===== src/hdl/hrhq_pkg.sv =====
`timescale 1ns / 1ps
// ----------------------------------------------------------------------------
// hrhq_pkg
// Shared types and constants for the half-grid quantizer with Hadamard rotation.
// ----------------------------------------------------------------------------
package hrhq_pkg;

  localparam int SAMPLE_W  = 16;
  localparam int FRAC_BITS = 8;
  localparam int NUM_LANES = 8;

  // 1/sqrt(8) in Q0.16
  localparam int INV_SQRT8_W = 16;
  localparam logic signed [INV_SQRT8_W-1:0] INV_SQRT8 = 16'sd23170;
  localparam int ROUND_SHIFT = 16;

  // register index decoded from paddr[2]
  localparam logic REG_ROTATE_ENABLE = 1'b0;
  localparam int   PADDR_W = 3;

  typedef logic signed [SAMPLE_W-1:0] sample_t;

  typedef struct packed {
    sample_t elem_0;
    sample_t elem_1;
    sample_t elem_2;
    sample_t elem_3;
    sample_t elem_4;
    sample_t elem_5;
    sample_t elem_6;
    sample_t elem_7;
    logic    batch_end;
  } vec_t;

  typedef struct packed {
    sample_t snap_0;
    sample_t snap_1;
    sample_t snap_2;
    sample_t snap_3;
    sample_t snap_4;
    sample_t snap_5;
    sample_t snap_6;
    sample_t snap_7;
    logic    batch_last;
  } quant_t;

  // stage enables for one lane's adder and multiplier registers
  typedef struct packed {
    logic sum_en;
    logic mul_en;
  } lane_ctl_t;

  // H8 entry (row i, column j) is negative when popcount(i & j) is odd
  function automatic logic h8_neg(input logic [2:0] i, input logic [2:0] j);
    logic [2:0] b;
    b = i & j;
    return b[0] ^ b[1] ^ b[2];
  endfunction

endpackage


===== src/hdl/hrhq_lane.sv =====
`timescale 1ns / 1ps
// ----------------------------------------------------------------------------
// hrhq_lane
// One output row of the scaled 8-point Walsh-Hadamard transform: signed row
// sum, multiply by 1/sqrt(8), round to nearest (ties up).
// ----------------------------------------------------------------------------
module hrhq_lane #(
  parameter int LANE = 0,
  parameter int IN_W = 16
) (
  input  logic                    clk,
  input  hrhq_pkg::lane_ctl_t     ctl,
  input  logic signed [IN_W-1:0]  src [hrhq_pkg::NUM_LANES],
  output logic signed [IN_W+2:0]  rnd
);

  localparam int SUM_W  = IN_W + 3;
  localparam int PROD_W = SUM_W + hrhq_pkg::INV_SQRT8_W;
  localparam logic signed [PROD_W-1:0] HALF_LSB =
    PROD_W'(longint'(1) << (hrhq_pkg::ROUND_SHIFT - 1));

  logic signed [SUM_W-1:0]  sum;
  logic signed [SUM_W-1:0]  sum_next;
  logic signed [PROD_W-1:0] prod;
  logic signed [PROD_W-1:0] prod_next;
  logic signed [PROD_W-1:0] biased;

  always_comb begin
    sum_next = '0;
    for (int j = 0; j < hrhq_pkg::NUM_LANES; j++) begin
      if (hrhq_pkg::h8_neg(3'(LANE), 3'(j))) begin
        sum_next = sum_next - SUM_W'(src[j]);
      end else begin
        sum_next = sum_next + SUM_W'(src[j]);
      end
    end
  end

  assign prod_next = PROD_W'(sum) * PROD_W'(hrhq_pkg::INV_SQRT8);

  always_ff @(posedge clk) begin
    if (ctl.sum_en) begin
      sum <= sum_next;
    end
    if (ctl.mul_en) begin
      prod <= prod_next;
    end
  end

  // floor((p + 2^15) / 2^16)
  assign biased = prod + HALF_LSB;
  assign rnd    = biased[PROD_W-1:hrhq_pkg::ROUND_SHIFT];

endmodule


===== config.mk =====
export PLATFORM = sky130hd
export DESIGN_NAME = hrhq_lane
export DESIGN_NICKNAME = d
export VERILOG_FILES = /design/src/hdl/hrhq_pkg.sv /design/src/hdl/hrhq_lane.sv
export SDC_FILE = /design/constraint.sdc
export NUM_CORES = 1
export LEC_CHECK = 0
export BUFFER_PORTS_ARGS = -buffer_cell sky130_fd_sc_hd__buf_2
export CORE_ASPECT_RATIO = 1.2
export CORE_MARGIN = 1.5
export CORE_UTILIZATION = 25
export CTS_BUF_LIST = sky130_fd_sc_hd__clkbuf_4 sky130_fd_sc_hd__clkbuf_8 sky130_fd_sc_hd__clkbuf_16
export CTS_CLUSTER_SIZE = 20
export DETAILED_ROUTE_END_ITERATION = 7
export GPL_ROUTABILITY_DRIVEN = 0
export PLACE_DENSITY = 0.46
export SLEW_MARGIN = 25
export SYNTH_ARGS = -nofsm -noshare
export SYNTH_HDL_FRONTEND = slang
export SYNTH_SLANG_ARGS = --single-unit

===== constraint.sdc =====
create_clock -name clk -period 18.1 [get_ports clk]
set_input_delay 5.43 -clock clk [delete_from_list [all_inputs] [get_ports clk]]
set_output_delay 5.43 -clock clk [all_outputs]
set_load 0.005 [all_outputs]

==> results of run 1 <==
==> registers in the layout, indices dropped and copies added, names as in the netlist <==
| register | count |
|---|---|
| prod | 20 |
| sum | 19 |
==> layout by cell type (no fill, tap or decap), types with 8 or more instances in the layout <==
master,n
a21oi_1,21
nand2_1,16
edfxtp_1,39
xnor2_1,34
fa_1,170
o21ai_0,9
inv_1,302
nor2_1,31
xor2_1,17
nand3_1,19
and3_1,8
a21o_1,11
buf_2,149
ha_1,155
==> layer usage <==
layer / GRT usage / wire length, um
met3: 0.0119 / 545
met4: 0.0165 / 139
met2: 0.171 / 8440
met5: 0 / 0
met1: 0.116 / 7690
==> worst max path at each step <==
| stage | cells past startpoint | from | to |
|---|---|---|---|
| after floorplan | 16 | src[3] | sum[17] |
| after global placement | 19 | src[2] | sum[18] |
| after detailed placement | 19 | src[2] | sum[18] |
| after CTS | 19 | src[2] | sum[18] |
| after global routing | 19 | src[2] | sum[18] |
| final | 19 | src[2] | sum[18] |
==> per-stage QoR <==
step	worst slack (ns)	area, sq um	std cells
floorplan	8.33	9170	903
global placement	7.94	10500	1519
detailed placement	7.93	10500	1519
CTS	8.21	10600	1526
global route	8.05	10600	1526
finish	8.35	10600	1526
==> cell families after synthesis <==
kind of cell / count (synthesis) / synth area share
buffers and inverters: 304 / 0.124
xor gates and xnor gates: 51 / 0.0487
AOI/OAI and AO/OA: 81 / 0.0619
DFF: 39 / 0.128
and+or+nand+nor: 102 / 0.0539
muxes: 1 / 0.00109
adders and majority gates: 325 / 0.582
==> worst min-delay path, cell delays in order, from the launching register on <==
cell and delay, ns:
edfxtp_1 0.36, buf_4 0.23, inv_1 0.17, nand2_1 0.07, nand3_1 0.07
==> layout make-up <==
type / instances / share of cell area
clock buffers: 5 / 0.0118
clock inverters: 2 / 0.000823
inverters: 302 / 0.107
multi-input cells: 560 / 0.645
flip-flops and latches: 39 / 0.110
well taps: 468 / 0.0550
repair buffers: 150 / 0.0708
==> run metrics, run 1 <==
Worst path max stage delay 0.65 ns; Row Count 76; number of synthesized flops with an enable pin 39; total clock buffers created by CTS 5; worst reg2reg endpoint prod[31]; CP Launch Type input pin; Yosys top cell by area fa_1; post-layout minimum cycle time 9.75 ns; fmax 103 MHz; max-cap viol count 0; Slew @ Worst Pin 0.639 ns; hold buffers post-CTS 0; Routed WL 16.8 mm; Syn Nets 1,359; first-pass GRT wire length 28.5 mm; layout cells sized above 1 0.155; Core Region 36,000 sq um; worst clock skew 0.00987 ns; slowest stage cell on the critical path a2111oi_0; Final Util 0.295; via count 6,056; Final ANT Viol Nets 0; clock sinks 39; vias in the first global route 6,427; post-CTS sizing 0; Mapped Cells 903; Chip Width 178 um; Yosys reg bits 39; fillers 3,778; diode count 0; Worst EP arrival 9.78 ns; Critical Path RT 18.13 ns; Root Driver clkbuf_16; ranking of synthesized cells by area fa_1, ha_1, edfxtp_1, inv_1, xnor2_1; setup bufs post-CTS 0; Syn Area/Cell 10.2 sq um; Hold Crit Class flop to flop; final setup vio count 0; Synth Cell Area 9170 sq um; WHS Path Cells 4; Remaining DRCs 0; setup_tns 0 ns; GRT Total Usage 0.0929; Starting Density 0.255; largest net degree at the start of global routing 21; Ports 150; initial antenna violation count 0; first-pass detailed-route iteration total 4; Register Area 1170 sq um; area of the multi-input gates 6860 sq um; CP max FO 3; part of the Yosys area used for sequential elements 0.128; die height 213 um; Cell Chain, Critical Path buf_2 > inv_1 > fa_1 > inv_1 > fa_1 > fa_1 > inv_1 > fa_1 > inv_1 > ha_1 > inv_1 > fa_1 > nor2b_1 > o21ai_0 > a2111oi_0 > o21ai_0 > nand2_1 > o41ai_1 > xnor2_1; Register-to-Register Setup Slack 12.41 ns; status complete, no violations; number of port buffers 149; Starting DRT DRC Count 152; Clock Tree Buf Depth 2; Hold Startpoint sum[18]; DR vias/cell 3.97; Final Hold Fails 0; htree depth 2; R2R depth 16; die area 37,900 sq um; Worst-Skew Late Latency 0.29 ns; Synth cell types 49; wire per inst 11.0 um; worst hold endpoint prod[34]; RSZ-0062 raised after global routing false; Layout Nets 1,514; buffers and inverters on the worst path 6; most numerous cell in the Yosys netlist inv_1; Critical Path Sink Type flop; Setup CP Type input pin to flop; P&R area growth vs syn 16.0%; Final Max Tran Viols 0; share of Yosys cell area claimed by the top area cell type 0.371; TritonCTS clock tree built; total grt overflow 0; Rel. slew slack 0.563; Clock transition at path regs 0.06 ns; synth warn 0; Post-synth top cells inv_1, fa_1, ha_1; Synth async-reset ratio 0; Final period util 0.539; Worst path top cell family by delay adder cells; hold slack 1.02 ns; worst r2r src sum[16]; main flop type after synthesis edfxtp_1; Post-DP HPWL 15.7 mm
Power of run 1 is left out: the tool's default activity adds up to more than one toggle a clock period on the data nets, which glitch-free logic cannot reach.
==> run 2, diff against run 1 <==
--- a/config.mk
+++ b/config.mk
@@ -13,7 +13,7 @@
 export CTS_CLUSTER_SIZE = 20
 export DETAILED_ROUTE_END_ITERATION = 7
 export GPL_ROUTABILITY_DRIVEN = 0
-export PLACE_DENSITY = 0.46
+export PLACE_DENSITY = 0.47
 export SLEW_MARGIN = 25
 export SYNTH_ARGS = -nofsm -noshare
 export SYNTH_HDL_FRONTEND = slang
==> constraint.sdc (replaced) <==
create_clock -name clk -period 8 [get_ports clk]
set_input_delay 2.4 -clock clk [delete_from_list [all_inputs] [get_ports clk]]
set_output_delay 2.4 -clock clk [all_outputs]
set_load 0.005 [all_outputs]
==> run metrics, run 2 (synthesis gave the netlist of run 1 again) <==
post-CTS sizing 0 (unchanged); TritonCTS clock tree built; Largest register FFs 20 (unchanged); Routed WL 17.0 mm (+1.1%); clock sinks 39 (unchanged); Worst-Skew Late Latency 0.30 ns (about the same); wire per inst 11.1 um (+1.1%); largest net degree at the start of global routing 21 (unchanged); CP max FO 3 (unchanged); Core Region 36,000 sq um (unchanged); Critical Path RT 8.04 ns (-10.09 ns); Ports 150 (unchanged); fillers 3,793 (+0.40%); final setup vio count 0 (unchanged); Register-to-Register Setup Slack 2.28 ns (-10.13 ns); Worst EP arrival 6.77 ns (-3.01 ns); total grt overflow 0 (unchanged); R2R depth 16 (unchanged); initial antenna violation count 0 (unchanged); Final ANT Viol Nets 0 (unchanged); worst clock skew 0.0151 ns (+0.00524 ns); most frequent cells in the layout inv_1, fa_1, ha_1; CP Launch Type input pin; Final Hold Fails 0 (unchanged); Critical Path Sink Type flop; status complete, no violations; total clock buffers created by CTS 5 (unchanged); fmax 149 MHz; RSZ-0062 raised after global routing false; max-cap viol count 0 (unchanged); worst r2r src sum[14]; GRT Total Usage 0.0940 (+0.00109); most common cell after layout, fill and taps aside inv_1; Regs by FF count prod (20), sum (19); first-pass GRT wire length 28.8 mm (+1.1%); Clock transition at path regs 0.07 ns (about the same); post-layout minimum cycle time 6.73 ns; htree depth 2 (unchanged); diode count 0 (unchanged); layout cells sized above 1 0.157 (+0.00174); vias in the first global route 6,394 (-0.51%); Starting Density 0.255 (unchanged); Hold Startpoint sum[18]; Hold Crit Class flop to flop; Slew @ Worst Pin 0.640 ns (+0.00111 ns); Final Max Tran Viols 0 (unchanged); die area 37,900 sq um (unchanged); Starting DRT DRC Count 171 (+13%); Chip Width 178 um (unchanged); worst reg2reg endpoint prod[31]; setup bufs post-CTS 0 (unchanged); die height 213 um (unchanged); Root Driver clkbuf_16; P&R area growth vs syn 16.4%; via count 6,146 (+1.5%); Setup CP Type input pin to flop; first-pass detailed-route iteration total 5 (+1); Clock Tree Buf Depth 2 (unchanged); Final period util 0.841; Remaining DRCs 0 (unchanged); setup_tns 0 ns (unchanged); Post-DP HPWL 15.7 mm (+0.31%); WHS Path Cells 4 (unchanged); number of port buffers 149 (unchanged); worst hold endpoint prod[34]; hold buffers post-CTS 0 (unchanged); Reg with most FFs prod; Rel. slew slack 0.562 (-0.000756); Layout Nets 1,514 (unchanged); DR vias/cell 4.02 (+1.4%); Row Count 76 (unchanged)
==> run 2: area by class of cell <==
cell class                      instances  area, sq um  share of cell area
Clock buffer                            5          125              0.0117
Clock inverter                          3         43.8             0.00410
Inverter                              302         1130               0.106
Multi-Input combinational cell        560         6860               0.643
Sequential cell                        39         1170               0.110
Tap cell                              468          586              0.0549
Timing Repair Buffer                  150          753              0.0706
==> run 2: worst max-delay path by stage <==
stage | from | end | depth (start not counted)
6_report | src[2] | sum[16] | 19
5_1_grt | src[2] | sum[16] | 19
4_1_cts | src[2] | sum[16] | 19
3_3_place_gp | src[2] | sum[18] | 19
3_5_place_dp | src[2] | sum[16] | 19
2_1_floorplan | src[3] | sum[17] | 16
==> run 2: per-stage QoR <==
| stage | worst slack, ns | utilization | instances | cell area [sq um] | hold slack (ns) |
|---|---|---|---|---|---|
| final | 1.27 | 0.296 | 1527 | 10700 | 1.01 |
| after global routing | 0.910 | 0.296 | 1527 | 10700 | 1.11 |
| after CTS | 1.12 | 0.296 | 1527 | 10700 | 1.03 |
| after detailed placement | 0.811 | 0.291 | 1519 | 10500 | 1.00 |
| after global placement | 0.848 | 0.291 | 1519 | 10500 | 0.992 |
| after floorplan | 1.26 | - | 903 | 9170 | 0.992 |
==> run 2: critical path, cell delays in order <==
cell and delay, ns:
buf_2 0.07, inv_1 0.04, fa_1 0.53, inv_1 0.06, fa_1 0.52, fa_1 0.54
inv_1 0.05, fa_1 0.46, inv_1 0.07, ha_1 0.16, inv_1 0.06, fa_1 0.40
nor2b_1 0.12, o21ai_0 0.12, a2111oi_0 0.65, o21ai_0 0.19, nand2_1 0.11, a21oi_1 0.08
xnor2_1 0.13
==> run 2: layer usage <==
| layer | vias up | global-route usage | wire (um) | part of all wire |
|---|---|---|---|---|
| met3 | 6 | 0.00890 | 527 | 0.031 |
| met1 | 2932 | 0.120 | 7840 | 0.46 |
| met5 | - | 0 | 0 | 0 |
| met4 | 0 | 0.0191 | 147 | 0.0086 |
| li1 | 3094 | - | - | - |
| met2 | 114 | 0.171 | 8490 | 0.50 |
Power of run 2 is left out for the same reason.
==> run 3, diff against run 2 <==
--- a/config.mk
+++ b/config.mk
@@ -5,6 +5,7 @@
 export SDC_FILE = /design/constraint.sdc
 export NUM_CORES = 1
 export LEC_CHECK = 0
+export ABC_AREA = 1
 export BUFFER_PORTS_ARGS = -buffer_cell sky130_fd_sc_hd__buf_2
 export CORE_ASPECT_RATIO = 1.2
 export CORE_MARGIN = 1.5
@@ -13,7 +14,7 @@
 export CTS_CLUSTER_SIZE = 20
 export DETAILED_ROUTE_END_ITERATION = 7
 export GPL_ROUTABILITY_DRIVEN = 0
-export PLACE_DENSITY = 0.47
+export PLACE_DENSITY = 0.46
 export SLEW_MARGIN = 25
 export SYNTH_ARGS = -nofsm -noshare
 export SYNTH_HDL_FRONTEND = slang
==> constraint.sdc (replaced) <==
create_clock -name clk -period 6.3 [get_ports clk]
set_input_delay 1.89 -clock clk [delete_from_list [all_inputs] [get_ports clk]]
set_output_delay 1.89 -clock clk [all_outputs]
set_load 0.005 [all_outputs]
==> run metrics, run 3 <==
status complete, no violations; DR vias/cell 3.94 (-2.1%); Worst EP arrival 5.72 ns (-1.05 ns); CP max FO 3 (unchanged); wire length on met1 8.66 mm (+10%); P&R area growth vs syn 15.8%; synth warn 0 (unchanged); vias in the first global route 7,389 (+16%); main flop type after synthesis edfxtp_1; total grt overflow 0 (unchanged); most numerous cell in the Yosys netlist inv_1; GRT Total Usage 0.0991 (+0.00519); Syn Nets 1,550 (+14%); htree depth 2 (unchanged); RSZ-0062 raised after global routing false; Final period util 0.900; Worst path top cell family by delay adder cells; setup_tns 0 ns (unchanged); initial antenna violation count 0 (unchanged); fillers 4,151 (+9.4%); max-cap viol count 0 (unchanged); Largest register FFs 20 (unchanged); post-CTS sizing 0 (unchanged); fmax 176 MHz; slowest stage cell on the critical path fa_1; share of Yosys cell area claimed by the top area cell type 0.349 (-0.0223); worst clock skew 0.00681 ns (-0.00830 ns); total clock buffers created by CTS 5 (unchanged); Synth async-reset ratio 0 (unchanged); Max Used Layer met4; number of port buffers 149 (unchanged); Synth Cell Area 9760 sq um (+6.4%); Critical Path RT 6.34 ns (-1.70 ns); Critical Path Sink Type flop; clock sinks 39 (unchanged); TritonCTS clock tree built; Starting DRT DRC Count 157 (-8.2%); Final Max Tran Viols 0 (unchanged); Synth cell types 33 (-33%); via count 7,004 (+14%); layout cells sized above 1 0.139 (-0.0177); Row Count 79 (+3.9%); buffers and inverters on the worst path 6 (unchanged); part of the Yosys area used for sequential elements 0.120 (-0.00767); Final Hold Fails 0 (unchanged); hold buffers post-CTS 0 (unchanged); Ports 150 (unchanged); Yosys reg bits 39 (unchanged); Yosys top cell by area fa_1; Cell Chain, Critical Path buf_2 > inv_1 > fa_1 > inv_1 > fa_1 > fa_1 > inv_1 > fa_1 > inv_1 > ha_1 > inv_1 > fa_1 > o31a_1 > o21ai_2 > nand2_1 > nand3_1 > nand2_1; Slew @ Worst Pin 0.609 ns (-0.0311 ns); Worst-Skew Late Latency 0.29 ns (about the same); number of synthesized flops with an enable pin 39 (unchanged); Mapped Cells 1,094 (+21%); largest net degree at the start of global routing 21 (unchanged); Post-synth top cells inv_1, fa_1, ha_1; Clock Tree Buf Depth 2 (unchanged); Final ANT Viol Nets 0 (unchanged); die area 40,200 sq um (+6.3%); Hold Crit Class flop to flop; Clock transition at path regs 0.06 ns (about the same); Post-DP HPWL 18.2 mm (+16%); most common cell after layout, fill and taps aside inv_1; Core Region 38,600 sq um (+7.2%); Worst path max stage delay 0.54 ns (-0.11 ns); final setup vio count 0 (unchanged); first-pass detailed-route iteration total 5 (unchanged); diode count 0 (unchanged); Root Driver clkbuf_16; Layout Nets 1,707 (+13%); wire length on met2 9.69 mm (+14%); Reg with most FFs prod; Syn Area/Cell 8.92 sq um (-12%); Chip Width 183 um (+3.1%); post-layout minimum cycle time 5.67 ns; Setup CP Type input pin to flop; Starting Density 0.253 (-0.00200); setup bufs post-CTS 0 (unchanged); ranking of synthesized cells by area fa_1, ha_1, inv_1, edfxtp_1, nand2_1; first-pass GRT wire length 32.6 mm (+13%); Remaining DRCs 0 (unchanged); wire per inst 10.8 um (-2.9%); Regs by FF count prod (20), sum (19); met3 wire len 673 um (+28%); CP Launch Type input pin; Routed WL 19.2 mm (+13%); Rel. slew slack 0.594 (+0.0318); die height 219 um (+3.1%); most frequent cells in the layout inv_1, fa_1, ha_1
run 3: changes by cell type in the layout (fill, tap and decap cells not counted), sizes merged, moves of 12 or more:
cell   change
inv       +45
nand3     +12
a21oi     +22
nand2    +129
nor2      +29
xnor2     -20
run 3: final timing paths:
| check | endpoint | from | depth (start not counted) | slack [ns] |
|---|---|---|---|---|
| max | sum[18] | src[2] | 17 | 0.63 |
| min | prod[34] | sum[18] | 2 | 1.06 |
| max reg2reg | prod[29] | sum[18] | 15 | 1.25 |
| min reg2reg | prod[34] | sum[18] | 2 | 1.06 |
run 3: final cells by class:
type                            instances  area (sq um)  share of cell area
Multi-Input combinational cell        708          7290               0.645
Inverter                              347          1300               0.115
Sequential cell                        39          1170               0.104
Timing Repair Buffer                  150           753              0.0666
Tap cell                              526           658              0.0582
Clock buffer                            5           125              0.0111
Clock inverter                          2          8.76            0.000775
run 3: cells by family (layout without fill, tap and decap cells):
group / count (synthesis) / after routing / synth area share
flops: 39 / 39 / 0.120
fa+ha+maj: 325 / 325 / 0.547
simple gates: 262 / 262 / 0.117
xor+xnor: 42 / 42 / 0.0377
compound gates: 79 / 79 / 0.0446
buf+inv: 347 / 504 / 0.133
run 3: worst min-delay path: stages (launching register included):
cell	delay [ns]
edfxtp_1	0.73
nand3_1	0.15
nand2_1	0.07
run 3: through the flow:
stage          setup slack (ns)  utilization  instances  hold WS (ns)  area (sq um)
2_1_floorplan             0.634            -       1094         0.932          9760
3_3_place_gp              0.363        0.289       1770          1.10         11200
3_5_place_dp              0.299        0.289       1770          1.09         11200
4_1_cts                   0.595        0.293       1777          1.10         11300
5_1_grt                   0.409        0.293       1777          1.13         11300
6_report                  0.628        0.293       1777          1.06         11300
run 3: per-layer routing:
| layer | global-route usage | vias up |
|---|---|---|
| met5 | 0 | - |
| met4 | 0.0180 | 0 |
| met3 | 0.0152 | 15 |
| met2 | 0.187 | 137 |
| met1 | 0.119 | 3246 |
| li1 | - | 3606 |
Power of run 3 is left out for the same reason.
